===== config.mk =====
export PLATFORM = sky130hd
export DESIGN_NAME = radix_m_converter
export DESIGN_NICKNAME = d
export VERILOG_FILES = /design/src/rtl/rmc_pkg.sv /design/src/rtl/radix_m_converter.sv
export SDC_FILE = /design/constraint.sdc
export NUM_CORES = 1
export LEC_CHECK = 0
export BUFFER_PORTS_ARGS = -buffer_cell sky130_fd_sc_hd__buf_2
export CORE_UTILIZATION = 45
export DETAILED_ROUTE_END_ITERATION = 10
export RECOVER_POWER = 50
export SLEW_MARGIN = 30
export SYNTH_ARGS = -nofsm -noshare
export SYNTH_HDL_FRONTEND = slang
export SYNTH_SLANG_ARGS = --single-unit

===== constraint.sdc =====
create_clock -name clock -period 5.5 [get_ports clock]
set_clock_uncertainty 0.05 [all_clocks]
set_input_delay 1.1 -clock clock [delete_from_list [all_inputs] [get_ports clock]]
set_output_delay 1.1 -clock clock [all_outputs]
set_load 0.01 [all_outputs]

===== src/rtl/rmc_pkg.sv =====
// Shared constants, types and helpers of the radix-m converter.
`default_nettype none

package rmc_pkg;

   localparam int VALUE_W        = 32;  // signed input width
   localparam int MAG_W          = 31;  // magnitude bits after saturation
   localparam int DIGIT_W        = 6;   // one digit, 0..35
   localparam int RADIX_W        = 6;   // radix register width
   localparam int REQ_TDATA_W    = 32;
   localparam int RSP_TDATA_W    = 8;   // digit padded to a whole byte
   localparam int MAX_DIGITS_DEF = 32;

   localparam logic [RADIX_W-1:0] RADIX_MIN   = 6'd2;
   localparam logic [RADIX_W-1:0] RADIX_MAX   = 6'd36;
   localparam logic [RADIX_W-1:0] RADIX_RESET = 6'd10;
   localparam logic [DIGIT_W-1:0] DIGIT_MAX   = 6'd35;

   typedef enum logic [1:0] {
      ST_IDLE,
      ST_CONV,
      ST_EMIT
   } state_type;

   // Saturate a written radix into the supported range.
   function automatic logic [RADIX_W-1:0] clamp_radix(input logic [RADIX_W-1:0] r);
      logic [RADIX_W-1:0] res;
      if (r < RADIX_MIN) begin
         res = RADIX_MIN;
      end else if (r > RADIX_MAX) begin
         res = RADIX_MAX;
      end else begin
         res = r;
      end
      return res;
   endfunction

endpackage

`default_nettype wire


===== src/rtl/radix_m_converter.sv =====
// Top level of the radix-m converter: systolic digit cells and digit emitter.
`default_nettype none

// Usage
//   req_*  : one request carries a signed 32-bit value in req_tdata.
//   rsp_*  : one response per output digit, most significant first. rsp_tdata
//            holds the digit, rsp_tuser flags a negative input, rsp_tlast marks
//            the least significant digit. Zero gives the single digit 0.
//   csr_*  : write the radix (2..36, saturated) while the block is idle.
// Timing
//   The magnitude (31 bits, MSB first) shifts one bit per cycle into a row of
//   MAX_DIGITS digit cells; each cell doubles its digit, adds the carry of the
//   cell below and reduces by the radix. Carries are registered between cells,
//   so the bit wave crosses the row in a skewed pattern; once it has crossed,
//   one digit leaves per cycle while the output is not stalled. req_tready
//   rises again once the last digit sits in the output register.
// Reset
//   Synchronous, active high: back to idle, radix 10, no response pending.
// Stall
//   A stalled response holds in the output register and the emitter waits;
//   the last digit may wait there while the next request is already converting.

module radix_m_converter #(
   parameter int MAX_DIGITS = rmc_pkg::MAX_DIGITS_DEF
) (
   input  logic                             clock,
   input  logic                             reset,
   // request: [31:0] value
   input  logic                             req_tvalid,
   output logic                             req_tready,
   input  logic [rmc_pkg::REQ_TDATA_W-1:0]  req_tdata,
   // response: [5:0] digit, [7:6] zero
   output logic                             rsp_tvalid,
   input  logic                             rsp_tready,
   output logic [rmc_pkg::RSP_TDATA_W-1:0]  rsp_tdata,
   // response: [0] negative
   output logic                             rsp_tuser,
   output logic                             rsp_tlast,
   // radix register
   input  logic                             csr_wr_en,
   input  logic [rmc_pkg::RADIX_W-1:0]      csr_wr_data
);
   import rmc_pkg::*;

   localparam int CNT_W  = $clog2(MAX_DIGITS + 1);
   localparam int IDX_W  = $clog2(MAX_DIGITS);
   localparam int FEED_W = $clog2(MAG_W + 1);

   // control state
   state_type               state_ff, state_in;
   logic [RADIX_W-1:0]      radix_ff, radix_in;
   logic [FEED_W-1:0]       feed_ff, feed_in;
   logic [MAX_DIGITS-1:0]   val_ff, val_in;
   logic [MAX_DIGITS-1:0]   carry_ff, carry_in;
   logic [CNT_W-1:0]        count_ff, count_in;
   logic [CNT_W-1:0]        left_ff, left_in;
   logic                    rsp_valid_ff, rsp_valid_in;

   // payload
   logic                    neg_ff, neg_in;
   logic [MAG_W-1:0]        mag_ff, mag_in;
   logic [DIGIT_W-1:0]      digit_ff [MAX_DIGITS];
   logic [DIGIT_W-1:0]      digit_in [MAX_DIGITS];
   logic [DIGIT_W-1:0]      rsp_digit_ff, rsp_digit_in;
   logic                    rsp_neg_ff, rsp_neg_in;
   logic                    rsp_last_ff, rsp_last_in;

   // cell datapath
   logic                    feed_vld;
   logic [MAX_DIGITS-1:0]   cin;
   logic [MAX_DIGITS-1:0]   vin;
   logic [MAX_DIGITS-1:0]   ge;
   logic [DIGIT_W-1:0]      nd [MAX_DIGITS];
   logic [DIGIT_W:0]        dbl [MAX_DIGITS];

   logic [VALUE_W-1:0]      neg_val;
   logic [MAG_W-1:0]        req_mag;
   logic [CNT_W-1:0]        left_m1;

   // Saturated magnitude of the incoming value.
   assign neg_val = ~req_tdata + VALUE_W'(1);
   always_comb begin
      if (!req_tdata[VALUE_W-1]) begin
         req_mag = req_tdata[MAG_W-1:0];
      end else if (req_tdata[MAG_W-1:0] == '0) begin
         req_mag = '1;
      end else begin
         req_mag = neg_val[MAG_W-1:0];
      end
   end

   assign feed_vld = (state_ff == ST_CONV) && (feed_ff < FEED_W'(MAG_W));

   // Each cell: digit = 2*digit + carry_in, reduced by the radix once.
   always_comb begin
      for (int k = 0; k < MAX_DIGITS; k++) begin
         if (k == 0) begin
            cin[k] = mag_ff[MAG_W-1];
            vin[k] = feed_vld;
         end else begin
            cin[k] = carry_ff[k-1];
            vin[k] = val_ff[k-1];
         end
         dbl[k] = {digit_ff[k], cin[k]};
         ge[k]  = dbl[k] >= {1'b0, radix_ff};
         if (ge[k]) begin
            nd[k] = DIGIT_W'(dbl[k] - {1'b0, radix_ff});
         end else begin
            nd[k] = dbl[k][DIGIT_W-1:0];
         end
      end
   end

   assign left_m1 = left_ff - CNT_W'(1);

   always_comb begin
      state_in     = state_ff;
      radix_in     = radix_ff;
      feed_in      = feed_ff;
      val_in       = val_ff;
      carry_in     = carry_ff;
      count_in     = count_ff;
      left_in      = left_ff;
      rsp_valid_in = rsp_valid_ff;
      neg_in       = neg_ff;
      mag_in       = mag_ff;
      digit_in     = digit_ff;
      rsp_digit_in = rsp_digit_ff;
      rsp_neg_in   = rsp_neg_ff;
      rsp_last_in  = rsp_last_ff;
      req_tready   = 1'b0;

      if (csr_wr_en) begin
         radix_in = clamp_radix(csr_wr_data);
      end

      // drop a response once it is taken
      if (rsp_valid_ff && rsp_tready) begin
         rsp_valid_in = 1'b0;
      end

      unique case (state_ff)
         ST_IDLE: begin
            req_tready = 1'b1;
            if (req_tvalid) begin
               neg_in   = req_tdata[VALUE_W-1];
               mag_in   = req_mag;
               feed_in  = '0;
               count_in = '0;
               val_in   = '0;
               carry_in = '0;
               for (int k = 0; k < MAX_DIGITS; k++) begin
                  digit_in[k] = '0;
               end
               state_in = ST_CONV;
            end
         end
         ST_CONV: begin
            if (feed_vld) begin
               mag_in  = {mag_ff[MAG_W-2:0], 1'b0};
               feed_in = feed_ff + FEED_W'(1);
            end
            for (int k = 0; k < MAX_DIGITS; k++) begin
               val_in[k]   = vin[k];
               carry_in[k] = vin[k] & ge[k];
               if (vin[k]) begin
                  digit_in[k] = nd[k];
               end
            end
            // the first cell to see a carry becomes the new top digit
            if ((count_ff < CNT_W'(MAX_DIGITS)) && cin[count_ff[IDX_W-1:0]]
                && vin[count_ff[IDX_W-1:0]]) begin
               count_in = count_ff + CNT_W'(1);
            end
            if (!feed_vld && (val_ff == '0)) begin
               left_in  = (count_ff == '0) ? CNT_W'(1) : count_ff;
               state_in = ST_EMIT;
            end
         end
         ST_EMIT: begin
            if (!rsp_valid_ff || rsp_tready) begin
               rsp_valid_in = 1'b1;
               rsp_digit_in = digit_ff[left_m1[IDX_W-1:0]];
               rsp_neg_in   = neg_ff;
               rsp_last_in  = (left_ff == CNT_W'(1));
               left_in      = left_m1;
               if (left_ff == CNT_W'(1)) begin
                  state_in = ST_IDLE;
               end
            end
         end
         default: begin
            state_in = ST_IDLE;
         end
      endcase
   end

   always_ff @(posedge clock) begin
      if (reset) begin
         state_ff     <= ST_IDLE;
         radix_ff     <= RADIX_RESET;
         feed_ff      <= '0;
         val_ff       <= '0;
         carry_ff     <= '0;
         count_ff     <= '0;
         left_ff      <= '0;
         rsp_valid_ff <= 1'b0;
      end else begin
         state_ff     <= state_in;
         radix_ff     <= radix_in;
         feed_ff      <= feed_in;
         val_ff       <= val_in;
         carry_ff     <= carry_in;
         count_ff     <= count_in;
         left_ff      <= left_in;
         rsp_valid_ff <= rsp_valid_in;
      end
   end

   always_ff @(posedge clock) begin
      neg_ff       <= neg_in;
      mag_ff       <= mag_in;
      digit_ff     <= digit_in;
      rsp_digit_ff <= rsp_digit_in;
      rsp_neg_ff   <= rsp_neg_in;
      rsp_last_ff  <= rsp_last_in;
   end

   assign rsp_tvalid = rsp_valid_ff;
   assign rsp_tdata  = RSP_TDATA_W'(rsp_digit_ff);
   assign rsp_tuser  = rsp_neg_ff;
   assign rsp_tlast  = rsp_last_ff;

endmodule

`default_nettype wire


==> results of run 1 <==
[metrics by stage]
step / power [mW] / setup WS [ns]
after detailed placement: 6.223 / 1.615
after global routing: 9.392 / 0.7968
after floorplan: 5.368 / 1.355
final: 8.916 / 1.030
after global placement: 6.133 / 1.744
after CTS: 8.934 / 1.675
[sequential cells by signal, summed over array words and instances, names as in the netlist, 2 cells and up]
| signal | cells |
|---|---|
| val_ff | 32 |
| mag_ff | 31 |
| feed_ff | 5 |
| left_ff | 6 |
| dbl | 192 |
| carry_ff | 31 |
| count_ff | 6 |
| state_ff | 2 |
| radix_ff | 6 |
| rsp_digit_ff | 6 |
[final cells by class]
cell class	instances	area, um^2
clock buffer	60	1259
sequential	321	8753
antenna	1	2.502
tap	680	850.8
inverter	160	605.6
timing repair buffer	72	422.9
clock inverter	13	76.32
fill	4789	25670
multi-input combinational	1949	13870
[cells by family after synthesis]
group,synth area share
other cells,0.0001592
fa+ha+maj,0.1324
xor+xnor,0.03570
buf+inv,0.04139
compound gates,0.1257
mux,0.1135
flops,0.3715
simple gates,0.1796
[per-layer routing]
layer / share of wire / vias up
li1: - / 9208
met1: 0.46 / 9526
met2: 0.46 / 555
met4: 0.022 / 0
met3: 0.060 / 104
met5: 0 / -
[worst paths after layout]
kind | endpoint | slack, ns | cells past startpoint
max | radix_ff[1] | 1.03 | 4
min | rsp_tuser | 0.42 | 0
max reg2reg | dbl[118] | 1.28 | 4
min reg2reg | rsp_tuser | 0.42 | 0
[cell usage in the layout (no fill, tap or decap), types with 14 or more instances in the layout]
| master | count |
|---|---|
| dfxtp_1 | 87 |
| mux2i_1 | 122 |
| nor3_1 | 72 |
| or3_1 | 16 |
| ha_1 | 197 |
| xor2_1 | 45 |
| nand4_1 | 25 |
| inv_1 | 155 |
| fa_1 | 32 |
| buf_2 | 41 |
| buf_4 | 14 |
| nor2_1 | 232 |
| o21ai_0 | 159 |
| a2111oi_0 | 20 |
| a211oi_1 | 37 |
| nor2b_1 | 37 |
| clkbuf_1 | 18 |
| mux4_2 | 60 |
| nand2_1 | 382 |
| nor4_1 | 14 |
| clkbuf_16 | 44 |
| xnor2_1 | 50 |
| a21boi_0 | 35 |
| nand3_1 | 64 |
| nand3b_1 | 19 |
| edfxtp_1 | 232 |
| nor3b_1 | 20 |
| o211ai_1 | 25 |
| a21oi_1 | 180 |
[power by group through the flow]
stage                     combinational [mW]  clock [mW]  sequential (mW)
final                                   3.00        2.70             3.22
after floorplan                         2.22           0             3.15
after CTS                               2.98        2.74             3.21
after detailed placement                2.96           0             3.26
after global routing                    3.33        2.81             3.25
after global placement                  2.88           0             3.25
[worst max-delay path: cells and delay by family]
kind / cells / cell delay, ns
buffers and inverters: 3 / 3.19
AOI/OAI and AO/OA: 1 / 0.50
==> flow_summary_export.csv, run 1 <==
group,metric,value,unit
critical_path,critPathCaptureType,"register",
power_and_ir_drop,p_seq_frac,0.361,
run_status,violated_checks,"max-capacitance violations, max-slew violations",
power_and_ir_drop,clock_power_share,0.302,
synthesis,netlist_area,0.02355,mm^2
placement,dp_cells,3181,
power_and_ir_drop,netSwitchingPower,3.125,mW
finish,fin_util,0.5017,
placement,port_buffer_count,52,
critical_path,worst_ep_arrival_time,4.81,ns
finish,flow.area_growth_from_synthesis,9.744,%
clock_network,cts.htree.levels,2,
synthesis,synth_sequential_area_ratio,0.3715,
floorplanning,std_cell_rows,83,
finish,finalNetCount,2817,
power_and_ir_drop,p_leak,9.763,nW
global_route,grt_max_degree,103,
finish,post_route_cells_drive_above_1_share,0.08621,
synthesis,synth-edff-count,232,
power_and_ir_drop,intPower,5.790,mW
critical_path,r2r-start,"state_ff[0]",
power_and_ir_drop,sw_frac_of_total,0.3505,
placement,post-dp-hpwl,46800,um
critical_path,cp_max_fo,73,
route,drc_viols,0,
route,route.final.wire_length,65330,um
timing,part_of_the_cycle_the_worst_path_needs,0.8127,
floorplanning,horiz_die_dim,230.8,um
synthesis,synthDominantAreaCellType,"edfxtp_1",
timing,holdWs,0.4225,ns
synthesis,yosysWarnings,0,
floorplanning,boundary_pins,55,
power_and_ir_drop,combPwrFrac,0.337,
clock_network,number_of_clock_sinks_seen_by_cts,321,
synthesis,synth-async-reset-ratio,0,
finish,fin_area,0.02584,mm^2
timing,max_slew_margin,-1.327,
timing,maxSlewViolCount,215,
global_route,first_global_vias,19120,
global_route,gr-usage-met2,0.3980,
clock_network,worst_setup_hold_path_clk_slew,0.06,ns
timing,timing_hold_violations_final,0,
synthesis,synth_flop_cell,"edfxtp_1",
timing,actual_slew_at_the_worst_max_slew_pin,3.491,ns
clock_network,insertion_delay,0.56,ns
timing,final-setup-viol-count,0,
clock_network,cts_made_buffers,40,
synthesis,netlist_top_cells_count,"nand2_1 (382), nor2_1 (233), edfxtp_1 (232), ha_1 (198), a21oi_1 (180)",
worst_hold_path,worstHoldStart,"neg_ff",
placement,placed_area,0.02452,mm^2
synthesis,post_synth_num_cell_types,68,
clock_network,root_buffer,"clkbuf_16",
flow_run,max-cap-violations,3,
route,drt-wirelength-per-cell,20.06,um
floorplanning,design.die.area,0.05325,mm^2
global_route,track_usage,0.2491,
power_and_ir_drop,power_per_cell_area,345.0,mW/mm^2
route,dr_total_vias,19390,
synthesis,synth.area.top_cells,"edfxtp_1 (30%), ha_1 (11%), dfxtp_1 (7.6%)",
critical_path,critPathLaunch,"reset",
critical_path,critical_path_class,"in2reg",
global_route,grt.overflow.total,0,
floorplanning,initial_utilization,0.4572,
floorplanning,fp.coreArea,0.05151,mm^2
global_route,grt_use_met1,0.3534,
route,drt-pass1-iter-count,5,
finish,layout.cells.non_filler,3256,
clock_network,cts_tree,"done",
route,detail_route.iter0.violations,1543,
synthesis,synth.most_common_cell,"nand2_1",
clock_network,cts-resized-gates,0,
critical_path,worstSetupStartpointType,"input pin",
clock_network,cts-root-to-sink-buffers,3,
clock_network,post_cts_hold_buffer_count,0,
critical_path,cell_by_cell_trace_of_the_critical_path,"buf_2 > clkbuf_1 > inv_1 > o221ai_1",
route,detail-route-antenna-nets,0,
clock_network,postCtsSetupRepairBufs,0,
global_route,grt_pass1_wl,105200,um
critical_path,worst-endpoint-required,5.84,ns
timing,finalSetupTns,0,ns
power_and_ir_drop,ir_worst_vdd,0.2040,mV
global_route,met3_usage,0.02853,
synthesis,syn-instance-count,2519,
run_status,run_status,"finished, violations left",
global_route,grt.busiest_layer,"met2",
floorplanning,die_h,230.8,um
timing,finalWorstPathRequiredPeriod,4.470,ns
critical_path,cpPeakStageDelay,2.47,ns
worst_hold_path,hold_class,"reg2reg",
timing,fmax,0.2237,GHz
timing,setup_repair_after_global_routing_missed_its_margin,"no",
route,avgViaCountPerCell,5.956,
critical_path,crit_slowest_cell,"clkbuf_1",
synthesis,synth_top_cell_area_share,0.2958,
placement,gp_congestion,0.8923,
synthesis,synth-seq-cells,321,
synthesis,syn_avg_cell_area,9.348,um^2
global_route,antenna_found_initial,2,
Power figures use the tool's default switching activity.
==> run 2: changes to the inputs <==
Clock period 5.5 ns to 4.42 ns, I/O delays scaled along.
==> run 2 against run 1 <==
Against the previous run:
- the run still ends with max-capacitance violations, max-slew violations left
- global-route usage decreased by 0.18 points
- sequential cell count unchanged
- die area unchanged
- worst setup slack got worse by 0.40 ns
- sequential power increased by 24%
- combinational power increased by 26%
- non-clock buffer count increased by 9
- largest cell class unchanged
- routed wire length about the same
- hold slack got worse by 0.032 ns
- clock power increased by 27%
- sequential share of layout area decreased by 0.12 points
- via count decreased by 0.81%
==> flow_summary_export.csv, run 2 (synthesis gave the netlist of run 1 again) <==
group,metric,value,unit
critical_path,worst-endpoint-required,4.69,ns
timing,timing_hold_violations_final,0,
route,drt-met1-wl,30230,um
clock_network,postCtsSetupRepairBufs,0,
clock_network,insertion_delay,0.57,ns
critical_path,critical_path_class,"in2reg",
route,drt-pass1-iter-count,6,
route,met3_wire_length,4126,um
power_and_ir_drop,post-layout-total-power,11.19,mW
clock_network,cts_made_buffers,40,
route,drc_viols,0,
global_route,grt.overflow.total,0,
power_and_ir_drop,clock_power_share,0.305,
timing,worst_setup_margin,0.6299,ns
clock_network,cts_tree,"done",
timing,part_of_the_cycle_the_worst_path_needs,0.8575,
clock_network,cts-resized-gates,0,
power_and_ir_drop,p_leak,9.798,nW
route,detail-route-antenna-nets,0,
placement,dp_cells,3191,
placement,place_ws,0.9141,ns
placement,post-dp-hpwl,47110,um
power_and_ir_drop,ir_worst_vdd,0.2193,mV
flow_run,max-cap-violations,5,
route,dr_total_vias,19240,
floorplanning,std_cell_rows,83,
clock_network,cts-root-to-sink-buffers,3,
route,avgViaCountPerCell,5.892,
critical_path,worst_ep_arrival_time,4.06,ns
route,detail_route.iter0.violations,1557,
power_and_ir_drop,p_seq_frac,0.358,
global_route,first_global_vias,18570,
run_status,run_status,"finished, violations left",
finish,largest_register_ffs,192,
timing,finalSetupTns,0,ns
worst_hold_path,hold_class,"reg2reg",
timing,final-setup-viol-count,0,
clock_network,worst_setup_hold_path_clk_slew,0.06,ns
floorplanning,fp.coreArea,0.05151,mm^2
power_and_ir_drop,power_per_cell_area,431.6,mW/mm^2
route,drt-wirelength-per-cell,20.00,um
timing,setup_repair_after_global_routing_missed_its_margin,"no",
global_route,antenna_found_initial,2,
global_route,grt_pass1_wl,103300,um
global_route,track_usage,0.2473,
power_and_ir_drop,intPower,7.289,mW
timing,maxSlewViolCount,331,
finish,layout.cells.non_filler,3265,
clock_network,post_cts_hold_buffer_count,0,
power_and_ir_drop,combPwrFrac,0.337,
floorplanning,design.die.area,0.05325,mm^2
timing,finalWorstPathRequiredPeriod,3.790,ns
finish,finalNetCount,2826,
finish,flow.area_growth_from_synthesis,10.12,%
finish,layout_commonest_cell,"nand2_1",
floorplanning,initial_utilization,0.4572,
critical_path,worstSetupStartpointType,"input pin",
power_and_ir_drop,sw_frac_of_total,0.3488,
timing,max_slew_margin,-0.6075,
route,route.final.wire_length,65290,um
finish,post_route_cells_drive_above_1_share,0.08704,
clock_network,cts.htree.levels,2,
route,routed-wl-met2,28960,um
floorplanning,die_h,230.8,um
finish,mostFrequentLayoutCells,"nand2_1 (382), nor2_1 (233), edfxtp_1 (232), ha_1 (197), a21oi_1 (180)",
placement,port_buffer_count,52,
timing,actual_slew_at_the_worst_max_slew_pin,2.411,ns
clock_network,number_of_clock_sinks_seen_by_cts,321,
critical_path,critPathCaptureType,"register",
placement,gp_congestion,0.8756,
critical_path,cp_max_fo,38,
clock_network,root_buffer,"clkbuf_16",
floorplanning,boundary_pins,55,
finish,antenna_cells,0,
route,top_layer,"met5",
power_and_ir_drop,netSwitchingPower,3.904,mW
global_route,grt_max_degree,128,
timing,fmax,0.2638,GHz
run_status,violated_checks,"max-capacitance violations, max-slew violations",
floorplanning,horiz_die_dim,230.8,um
finish,fin_util,0.5034,
run 2: cell count changes in the layout (fill, tap and decap cells not counted), sizes merged:
| cell | change |
|---|---|
| buf | +5 |
| bufinv | +4 |
| clkinv | -1 |
| clkinvlp | +1 |
| diode | -1 |
| inv | +1 |
run 2: routing by layer:
metal  GRT usage  up-vias
met3     0.03496      118
met2      0.3810      583
met5           0        -
met1      0.3538     9282
li1            -     9249
met4     0.08609        4
run 2: through the flow:
step                hold WS (ns)  instance area (um^2)
floorplan                 0.3503                 23550
global route              0.4014                 25930
finish                    0.3906                 25930
CTS                       0.3926                 25990
global placement          0.3574                 24630
detailed placement        0.3848                 24650
run 2: layout make-up:
class                   count  area, um^2
clock buffers              56        1142
clock inverters            18       197.7
fillers                  4820       25580
inverters                 160       603.1
multi-input cells        1949       13870
flip-flops and latches    321        8753
well taps                 680       850.8
repair buffers             81       518.0
run 2: path summary, 6_finish.rpt:
kind         depth (start not counted)  slack, ns          to   startpoint
max                                  3       0.63  rsp_tvalid        reset
min                                  0       0.39   rsp_tuser       neg_ff
max reg2reg                          4       0.66      dbl[4]  state_ff[0]
min reg2reg                          0       0.39   rsp_tuser       neg_ff
run 2: power by group through the flow:
stage / clock, mW / sequential (mW) / combinational (mW)
after floorplan: 0 / 3.92 / 2.76
after global placement: 0 / 4.05 / 3.63
after detailed placement: 0 / 4.06 / 3.72
after CTS: 3.47 / 4.00 / 3.75
after global routing: 3.59 / 4.04 / 4.17
final: 3.42 / 4.00 / 3.77
run 2: critical path: stages:
cell	delay (ns)
clkbuf_1	1.45
clkbuf_1	1.38
a21oi_1	0.29
